**src/hdl/aes_pkg.sv**
```systemverilog
`timescale 1ns / 1ps
// ----------------------------------------------------------------------------
// AES-256 shared definitions
// Substitution tables, field arithmetic and the command type.
// ----------------------------------------------------------------------------
package aes_pkg;

   localparam int unsigned NumRounds   = 14;
   localparam int unsigned NumKeyWords = 4 * (NumRounds + 1);
   localparam int unsigned KeyAddrBits = $clog2(NumKeyWords);
   localparam int unsigned RoundBits   = $clog2(NumRounds + 1);
   localparam int unsigned CsrAddrBits = 6;

   localparam logic [CsrAddrBits-1:0] ADDR_KEY0 = 6'h00;
   localparam logic [CsrAddrBits-1:0] ADDR_KEY1 = 6'h08;
   localparam logic [CsrAddrBits-1:0] ADDR_KEY2 = 6'h10;
   localparam logic [CsrAddrBits-1:0] ADDR_KEY3 = 6'h18;
   localparam logic [CsrAddrBits-1:0] ADDR_DIR  = 6'h20;

   localparam logic [7:0]  GfPoly    = 8'h1b;
   localparam logic [31:0] RconFirst = 32'h0100_0000;

   // Commands from the controller to the datapath.
   typedef struct packed {
      logic                   key_load;   // load the four 64-bit key words into rk words 0..7
      logic                   key_step;   // derive one schedule word
      logic [KeyAddrBits-1:0] key_addr;   // word index written by key_step
      logic                   blk_load;   // take block, do initial key addition
      logic                   blk_round;  // perform one round
      logic [RoundBits-1:0]   round;      // round index (encryption order)
      logic                   last_round;
      logic                   decrypt;
   } aes_cmd_type;

   function automatic logic [7:0] sbox(input logic [7:0] x);
      logic [7:0] t [256];
      t = '{
      8'h63,8'h7c,8'h77,8'h7b,8'hf2,8'h6b,8'h6f,8'hc5,8'h30,8'h01,8'h67,8'h2b,8'hfe,8'hd7,8'hab,8'h76,
      8'hca,8'h82,8'hc9,8'h7d,8'hfa,8'h59,8'h47,8'hf0,8'had,8'hd4,8'ha2,8'haf,8'h9c,8'ha4,8'h72,8'hc0,
      8'hb7,8'hfd,8'h93,8'h26,8'h36,8'h3f,8'hf7,8'hcc,8'h34,8'ha5,8'he5,8'hf1,8'h71,8'hd8,8'h31,8'h15,
      8'h04,8'hc7,8'h23,8'hc3,8'h18,8'h96,8'h05,8'h9a,8'h07,8'h12,8'h80,8'he2,8'heb,8'h27,8'hb2,8'h75,
      8'h09,8'h83,8'h2c,8'h1a,8'h1b,8'h6e,8'h5a,8'ha0,8'h52,8'h3b,8'hd6,8'hb3,8'h29,8'he3,8'h2f,8'h84,
      8'h53,8'hd1,8'h00,8'hed,8'h20,8'hfc,8'hb1,8'h5b,8'h6a,8'hcb,8'hbe,8'h39,8'h4a,8'h4c,8'h58,8'hcf,
      8'hd0,8'hef,8'haa,8'hfb,8'h43,8'h4d,8'h33,8'h85,8'h45,8'hf9,8'h02,8'h7f,8'h50,8'h3c,8'h9f,8'ha8,
      8'h51,8'ha3,8'h40,8'h8f,8'h92,8'h9d,8'h38,8'hf5,8'hbc,8'hb6,8'hda,8'h21,8'h10,8'hff,8'hf3,8'hd2,
      8'hcd,8'h0c,8'h13,8'hec,8'h5f,8'h97,8'h44,8'h17,8'hc4,8'ha7,8'h7e,8'h3d,8'h64,8'h5d,8'h19,8'h73,
      8'h60,8'h81,8'h4f,8'hdc,8'h22,8'h2a,8'h90,8'h88,8'h46,8'hee,8'hb8,8'h14,8'hde,8'h5e,8'h0b,8'hdb,
      8'he0,8'h32,8'h3a,8'h0a,8'h49,8'h06,8'h24,8'h5c,8'hc2,8'hd3,8'hac,8'h62,8'h91,8'h95,8'he4,8'h79,
      8'he7,8'hc8,8'h37,8'h6d,8'h8d,8'hd5,8'h4e,8'ha9,8'h6c,8'h56,8'hf4,8'hea,8'h65,8'h7a,8'hae,8'h08,
      8'hba,8'h78,8'h25,8'h2e,8'h1c,8'ha6,8'hb4,8'hc6,8'he8,8'hdd,8'h74,8'h1f,8'h4b,8'hbd,8'h8b,8'h8a,
      8'h70,8'h3e,8'hb5,8'h66,8'h48,8'h03,8'hf6,8'h0e,8'h61,8'h35,8'h57,8'hb9,8'h86,8'hc1,8'h1d,8'h9e,
      8'he1,8'hf8,8'h98,8'h11,8'h69,8'hd9,8'h8e,8'h94,8'h9b,8'h1e,8'h87,8'he9,8'hce,8'h55,8'h28,8'hdf,
      8'h8c,8'ha1,8'h89,8'h0d,8'hbf,8'he6,8'h42,8'h68,8'h41,8'h99,8'h2d,8'h0f,8'hb0,8'h54,8'hbb,8'h16};
      return t[x];
   endfunction

   function automatic logic [7:0] inv_sbox(input logic [7:0] x);
      logic [7:0] t [256];
      t = '{
      8'h52,8'h09,8'h6a,8'hd5,8'h30,8'h36,8'ha5,8'h38,8'hbf,8'h40,8'ha3,8'h9e,8'h81,8'hf3,8'hd7,8'hfb,
      8'h7c,8'he3,8'h39,8'h82,8'h9b,8'h2f,8'hff,8'h87,8'h34,8'h8e,8'h43,8'h44,8'hc4,8'hde,8'he9,8'hcb,
      8'h54,8'h7b,8'h94,8'h32,8'ha6,8'hc2,8'h23,8'h3d,8'hee,8'h4c,8'h95,8'h0b,8'h42,8'hfa,8'hc3,8'h4e,
      8'h08,8'h2e,8'ha1,8'h66,8'h28,8'hd9,8'h24,8'hb2,8'h76,8'h5b,8'ha2,8'h49,8'h6d,8'h8b,8'hd1,8'h25,
      8'h72,8'hf8,8'hf6,8'h64,8'h86,8'h68,8'h98,8'h16,8'hd4,8'ha4,8'h5c,8'hcc,8'h5d,8'h65,8'hb6,8'h92,
      8'h6c,8'h70,8'h48,8'h50,8'hfd,8'hed,8'hb9,8'hda,8'h5e,8'h15,8'h46,8'h57,8'ha7,8'h8d,8'h9d,8'h84,
      8'h90,8'hd8,8'hab,8'h00,8'h8c,8'hbc,8'hd3,8'h0a,8'hf7,8'he4,8'h58,8'h05,8'hb8,8'hb3,8'h45,8'h06,
      8'hd0,8'h2c,8'h1e,8'h8f,8'hca,8'h3f,8'h0f,8'h02,8'hc1,8'haf,8'hbd,8'h03,8'h01,8'h13,8'h8a,8'h6b,
      8'h3a,8'h91,8'h11,8'h41,8'h4f,8'h67,8'hdc,8'hea,8'h97,8'hf2,8'hcf,8'hce,8'hf0,8'hb4,8'he6,8'h73,
      8'h96,8'hac,8'h74,8'h22,8'he7,8'had,8'h35,8'h85,8'he2,8'hf9,8'h37,8'he8,8'h1c,8'h75,8'hdf,8'h6e,
      8'h47,8'hf1,8'h1a,8'h71,8'h1d,8'h29,8'hc5,8'h89,8'h6f,8'hb7,8'h62,8'h0e,8'haa,8'h18,8'hbe,8'h1b,
      8'hfc,8'h56,8'h3e,8'h4b,8'hc6,8'hd2,8'h79,8'h20,8'h9a,8'hdb,8'hc0,8'hfe,8'h78,8'hcd,8'h5a,8'hf4,
      8'h1f,8'hdd,8'ha8,8'h33,8'h88,8'h07,8'hc7,8'h31,8'hb1,8'h12,8'h10,8'h59,8'h27,8'h80,8'hec,8'h5f,
      8'h60,8'h51,8'h7f,8'ha9,8'h19,8'hb5,8'h4a,8'h0d,8'h2d,8'he5,8'h7a,8'h9f,8'h93,8'hc9,8'h9c,8'hef,
      8'ha0,8'he0,8'h3b,8'h4d,8'hae,8'h2a,8'hf5,8'hb0,8'hc8,8'heb,8'hbb,8'h3c,8'h83,8'h53,8'h99,8'h61,
      8'h17,8'h2b,8'h04,8'h7e,8'hba,8'h77,8'hd6,8'h26,8'he1,8'h69,8'h14,8'h63,8'h55,8'h21,8'h0c,8'h7d};
      return t[x];
   endfunction

   function automatic logic [7:0] xtime(input logic [7:0] b);
      return {b[6:0], 1'b0} ^ (b[7] ? GfPoly : 8'h00);
   endfunction

   function automatic logic [31:0] sub_word(input logic [31:0] w);
      return {sbox(w[31:24]), sbox(w[23:16]), sbox(w[15:8]), sbox(w[7:0])};
   endfunction

   // Column is {row0, row1, row2, row3} with row0 in the top byte.
   function automatic logic [31:0] mix_col(input logic [31:0] c);
      logic [7:0] a0, a1, a2, a3;
      a0 = c[31:24]; a1 = c[23:16]; a2 = c[15:8]; a3 = c[7:0];
      return {xtime(a0) ^ xtime(a1) ^ a1 ^ a2 ^ a3,
              a0 ^ xtime(a1) ^ xtime(a2) ^ a2 ^ a3,
              a0 ^ a1 ^ xtime(a2) ^ xtime(a3) ^ a3,
              xtime(a0) ^ a0 ^ a1 ^ a2 ^ xtime(a3)};
   endfunction

   // Inverse mix as a pre-step (multiply by {05,00,04,00}) followed by forward mix.
   function automatic logic [31:0] inv_mix_col(input logic [31:0] c);
      logic [7:0] a0, a1, a2, a3, u, v;
      a0 = c[31:24]; a1 = c[23:16]; a2 = c[15:8]; a3 = c[7:0];
      u = xtime(xtime(a0 ^ a2));
      v = xtime(xtime(a1 ^ a3));
      return mix_col({a0 ^ u, a1 ^ v, a2 ^ u, a3 ^ v});
   endfunction

endpackage

```
**src/hdl/aes_ctrl.sv**
```systemverilog
`timescale 1ns / 1ps
// ----------------------------------------------------------------------------
// AES-256 controller
// Sequences key expansion, the round loop and the result handshake.
// ----------------------------------------------------------------------------
module aes_ctrl (
   input  logic                 clock,
   input  logic                 reset,
   input  logic                 req_tvalid,
   output logic                 req_tready,
   output logic                 rsp_tvalid,
   input  logic                 rsp_tready,
   input  logic                 key_dirty,
   input  logic                 direction,
   output aes_pkg::aes_cmd_type cmd
);
   import aes_pkg::*;

   typedef enum logic [1:0] {ST_IDLE, ST_EXPAND, ST_ROUND} state_type;

   state_type              state_ff, state_in;
   logic                   sched_ok_ff, sched_ok_in;
   logic [KeyAddrBits-1:0] kaddr_ff, kaddr_in;
   logic [RoundBits-1:0]   step_ff, step_in;
   logic                   dec_ff, dec_in;
   logic                   ovalid_ff, ovalid_in;
   logic                   take, done;

   // A pending result holds off the next request unless it is taken in the
   // same cycle, so the result register is only overwritten after it has been taken.
   assign req_tready = (state_ff == ST_IDLE) && sched_ok_ff && !key_dirty
                       && (!ovalid_ff || rsp_tready);
   assign take = req_tvalid && req_tready;
   assign done = (state_ff == ST_ROUND) && (step_ff == RoundBits'(NumRounds));
   assign rsp_tvalid = ovalid_ff;

   always_comb begin
      state_in    = state_ff;
      sched_ok_in = sched_ok_ff && !key_dirty;
      kaddr_in    = kaddr_ff;
      step_in     = step_ff;
      dec_in      = dec_ff;
      ovalid_in   = ovalid_ff && !rsp_tready;
      cmd         = '0;
      cmd.decrypt = dec_ff;
      case (state_ff)
         ST_IDLE: begin
            if (!sched_ok_ff || key_dirty) begin
               cmd.key_load = 1'b1;
               kaddr_in     = KeyAddrBits'(8);
               sched_ok_in  = 1'b0;
               state_in     = ST_EXPAND;
            end else if (take) begin
               cmd.blk_load = 1'b1;
               cmd.decrypt  = direction;
               cmd.round    = direction ? RoundBits'(NumRounds) : '0;
               dec_in       = direction;
               step_in      = RoundBits'(1);
               state_in     = ST_ROUND;
            end
         end
         ST_EXPAND: begin
            cmd.key_step = 1'b1;
            cmd.key_addr = kaddr_ff;
            kaddr_in     = kaddr_ff + 1'b1;
            if (key_dirty) begin
               // Another key word changed mid-expansion; start over from the new key.
               state_in = ST_IDLE;
            end else if (kaddr_ff == KeyAddrBits'(NumKeyWords - 1)) begin
               sched_ok_in = 1'b1;
               state_in    = ST_IDLE;
            end
         end
         ST_ROUND: begin
            cmd.blk_round  = 1'b1;
            cmd.round      = dec_ff ? RoundBits'(NumRounds) - step_ff : step_ff;
            cmd.last_round = done;
            step_in        = step_ff + 1'b1;
            if (done) begin
               ovalid_in = 1'b1;
               state_in  = ST_IDLE;
            end
         end
         default: state_in = ST_IDLE;
      endcase
   end

   always_ff @(posedge clock) begin
      if (reset) begin
         state_ff    <= ST_IDLE;
         sched_ok_ff <= 1'b0;
         kaddr_ff    <= '0;
         step_ff     <= '0;
         dec_ff      <= 1'b0;
         ovalid_ff   <= 1'b0;
      end else begin
         state_ff    <= state_in;
         sched_ok_ff <= sched_ok_in;
         kaddr_ff    <= kaddr_in;
         step_ff     <= step_in;
         dec_ff      <= dec_in;
         ovalid_ff   <= ovalid_in;
      end
   end

endmodule

```
**config.mk**
```make
export PLATFORM = sky130hd
export DESIGN_NAME = aes_ctrl
export DESIGN_NICKNAME = d
export VERILOG_FILES = /design/src/hdl/aes_pkg.sv /design/src/hdl/aes_ctrl.sv
export SDC_FILE = /design/constraint.sdc
export NUM_CORES = 1
export LEC_CHECK = 0
export ABC_AREA = 1
export ABC_CLOCK_PERIOD_IN_PS = 1200
export BUFFER_PORTS_ARGS = -buffer_cell sky130_fd_sc_hd__buf_2
export CAP_MARGIN = 20
export CORE_MARGIN = 1
export CORE_UTILIZATION = 46
export DETAILED_ROUTE_END_ITERATION = 8
export GPL_TIMING_DRIVEN = 0
export HOLD_SLACK_MARGIN = 0.05
export PLACE_DENSITY = 0.74
export SYNTH_ARGS = -nofsm -noshare
export SYNTH_HDL_FRONTEND = slang
export SYNTH_SLANG_ARGS = --single-unit
```
**constraint.sdc**
```tcl
create_clock -name clock -period 1.2 [get_ports clock]
set_clock_uncertainty 0.2 [all_clocks]
set_input_delay 0.06 -clock clock [delete_from_list [all_inputs] [get_ports clock]]
set_output_delay 0.06 -clock clock [all_outputs]
set_load 0.01 [all_outputs]
```
==> qor.csv <==
stage,metric,value,unit
status,status,finished with violations,
status,violations,"hold timing, setup timing",
route,drcViolationCount,0,
timing,tns,-8949,ps
logic_synthesis,syn-instance-count,132,
critical_path,worstRegToRegCells,8,
layout,nets,192,
floorplanning,die_h,46.47,um
clocking,cts_tree,yes,
layout,areaGrowthSynthToFinish,78.95,%
clocking,cts_hold_buf,2,
clocking,cts.reportedPaths.clkPinSlew,110,ps
route,dr_wl_met3,157,um
global_routing,overflow,0,
critical_path,required,940,ps
timing,fin_crit_sh,136.1,%
logic_synthesis,ys_ff_latch,15,
placement,portBuffers,23,
placement,dp.cells,180,
timing,worst_slack,-433.2,ps
critical_path,critical_path_class,register to output pin,
route,drt-initial-drc-count,30,
timing,rsz0062_at_grt,true,
timing,period_needed,1633,ps
critical_path,critical_path.startpoint,state_ff[0],
logic_synthesis,synth_largest_area_cell,dfxtp_1,
logic_synthesis,synth_edf_count,0,
critical_path,startpoint_type,register,
timing,setup_viol,32,
logic_synthesis,synth_seq_area_share,33.01,%
layout,regArea,329.1,um2
critical_path,worstPathArrival,1370,ps
floorplanning,start_util,51.02,%
critical_path,endpoint,cmd[3],
critical_path,r2r_start,state_ff[0],
timing,worstMarginPinSlew,337.6,ps
logic_synthesis,syn-cell-area,909.6,um2
route,wl_met1,1.375,mm
timing,maxSlewViolCount,0,
route,wl_met2,1.985,mm
timing,fin_hold_ws,-127.4,ps
logic_synthesis,synth_ff_type,dfxtp_1,
timing,hold_viol,2,
power_and_ir_drop,p_per_area,846.7,nW/um2
logic_synthesis,synth_common_cells,"nand2_1 (22), nor2_1 (20), inv_1 (19)",
logic_synthesis,synth.net_count,141,
timing,max_freq,0.6123,GHz
floorplanning,std_cell_rows,15,
logic_synthesis,async_flop_share,0,%
logic_synthesis,yosysWarningCount,0,
clocking,cts.htree.levels,1,
power_and_ir_drop,peakVddDrop,0.5748,mV
global_routing,grt_max_degree,10,
logic_synthesis,ys_types,24,
route,vias_per_cell,5.551,
floorplanning,die_width,46.47,um
critical_path,r2r_slack,-350,ps
floorplanning,dieArea,2159,um2
route,drt-pass1-iter-count,4,
route,wl_per_cell,17.60,um
placement,hpwl,1.425,mm
logic_synthesis,synth.area.top_cells,"dfxtp_1 (33%), nand2_1 (9.1%), nor2_1 (8.3%)",
route,vias,1149,
route,wl,3.643,mm
floorplanning,design.core.area,1783,um2
clocking,clkSinkCount,15,
global_routing,antenna_found_initial,0,
flow_run,drv_cap,0,
clocking,clk_path_buf_depth,2,
logic_synthesis,avgSynthCellArea,6.891,um2
clocking,insertion_delay,300,ps
hold_path,hold_path.class,input port to register,
layout,antenna_cells,0,
layout,final_cells,207,
layout,drive_gt1_share,63.19,%
global_routing,grt_usage,30.45,%
critical_path,crit_path_end_kind,output pin,
clocking,cts-root-buf,clkbuf_4,
layout,multi_input_area,714.4,um2
clocking,cts_inserted_buffers,3,
global_routing,grt_pass1_vias,994,
critical_path,crit_fanout,5,
logic_synthesis,synth_top_area_share,33.01,%
layout,final_util,91.30,%
logic_synthesis,synth_most_common_cell,nand2_1,
power_and_ir_drop,p_leak,0.7245,nW
placement,gp_congestion,0.7461,
layout,fillers,69,
timing,relSlewSlack,77.47,%
route,top_layer_used,met4,
global_routing,grt_first_pass_wirelength,4.547,mm
floorplanning,ios,24,
route,ant_nets,0,
critical_path,timing.rr.end,step_ff[3],
-- where the power goes --
part / internal (mW) / switching [mW] / leakage [nW] / total [mW]
sequential: 0.528 / 0.0494 / 0.128 / 0.577
combinational: 0.226 / 0.257 / 0.581 / 0.483
clock: 0.129 / 0.188 / 0.0150 / 0.318
-- cell families after synthesis --
group / after synthesis / synth area share [%]
adders and majority gates: 3 / 4.127
buffers and inverters: 25 / 12.52
xor gates and xnor gates: 1 / 0.9630
and+or+nand+nor: 65 / 35.49
DFF: 15 / 33.01
AOI/OAI and AO/OA: 23 / 13.89
-- layout make-up --
| type | count | share of cell area [%] |
|---|---|---|
| multi-input cells | 92 | 43.89 |
| repair buffers | 48 | 25.29 |
| flip-flops and latches | 15 | 20.22 |
| inverters | 22 | 6.149 |
| well taps | 25 | 1.922 |
| clock buffers | 4 | 1.614 |
| plain buffers | 1 | 0.9224 |
-- critical path, cell delays in order, from the launching register on --
cell	delay, ps
dfxtp_4	380
buf_6	130
nor2_4	210
inv_4	90
o21ai_2	130
buf_2	130
-- how the worst min path moves through the flow --
stage,start,endpoint,cells past startpoint
global route,direction,dec_ff,3
finish,direction,dec_ff,3
CTS,direction,dec_ff,3
global placement,reset,state_ff[0],2
detailed placement,reset,state_ff[0],2
floorplan,reset,state_ff[0],1
-- per-layer routing --
metal  vias up  GRT usage [%]
met1       553          34.21
met4         0          14.12
met2        51          55.28
met5         -              0
met3        18          4.314
li1        527              -
-- through the flow --
stage	power, mW	worst slack, ps	cell area [um2]
floorplan	0.7337	-42.63	937.1
global placement	0.7882	-146.1	1084
detailed placement	0.7953	-165.0	1084
CTS	1.274	-390.0	1510
global route	1.420	-479.6	1628
finish	1.378	-433.2	1628
-- flip-flops by register name (all words and copies together), names as in the netlist --
name,cells
step_ff,4
sched_ok_ff,1
dec_ff,1
rsp_tvalid,1
kaddr_ff,6
state_ff,2
-- placed cells by master, fill, tap and decap left out, types with 7 or more instances in the layout --
master	Yosys	final
nand2_1	22	13
nor2_1	20	13
inv_1	19	13
buf_6	1	17
buf_2	0	15
dfxtp_4	0	7
buf_4	2	13
nand2_2	4	8
a21oi_2	0	7
-- timing repair --
| item | in CTS | in global routing |
|---|---|---|
| endpoints found under the setup margin | 32 | 32 |
| hold endpoints to repair | 8 | 8 |
| resized for setup | 58 | 27 |
| pin swaps | 16 | 16 |
| cloned | 1 | 0 |
| buffers inserted | 16 | 6 |
Note: power is estimated with default switching activity, not from simulation.
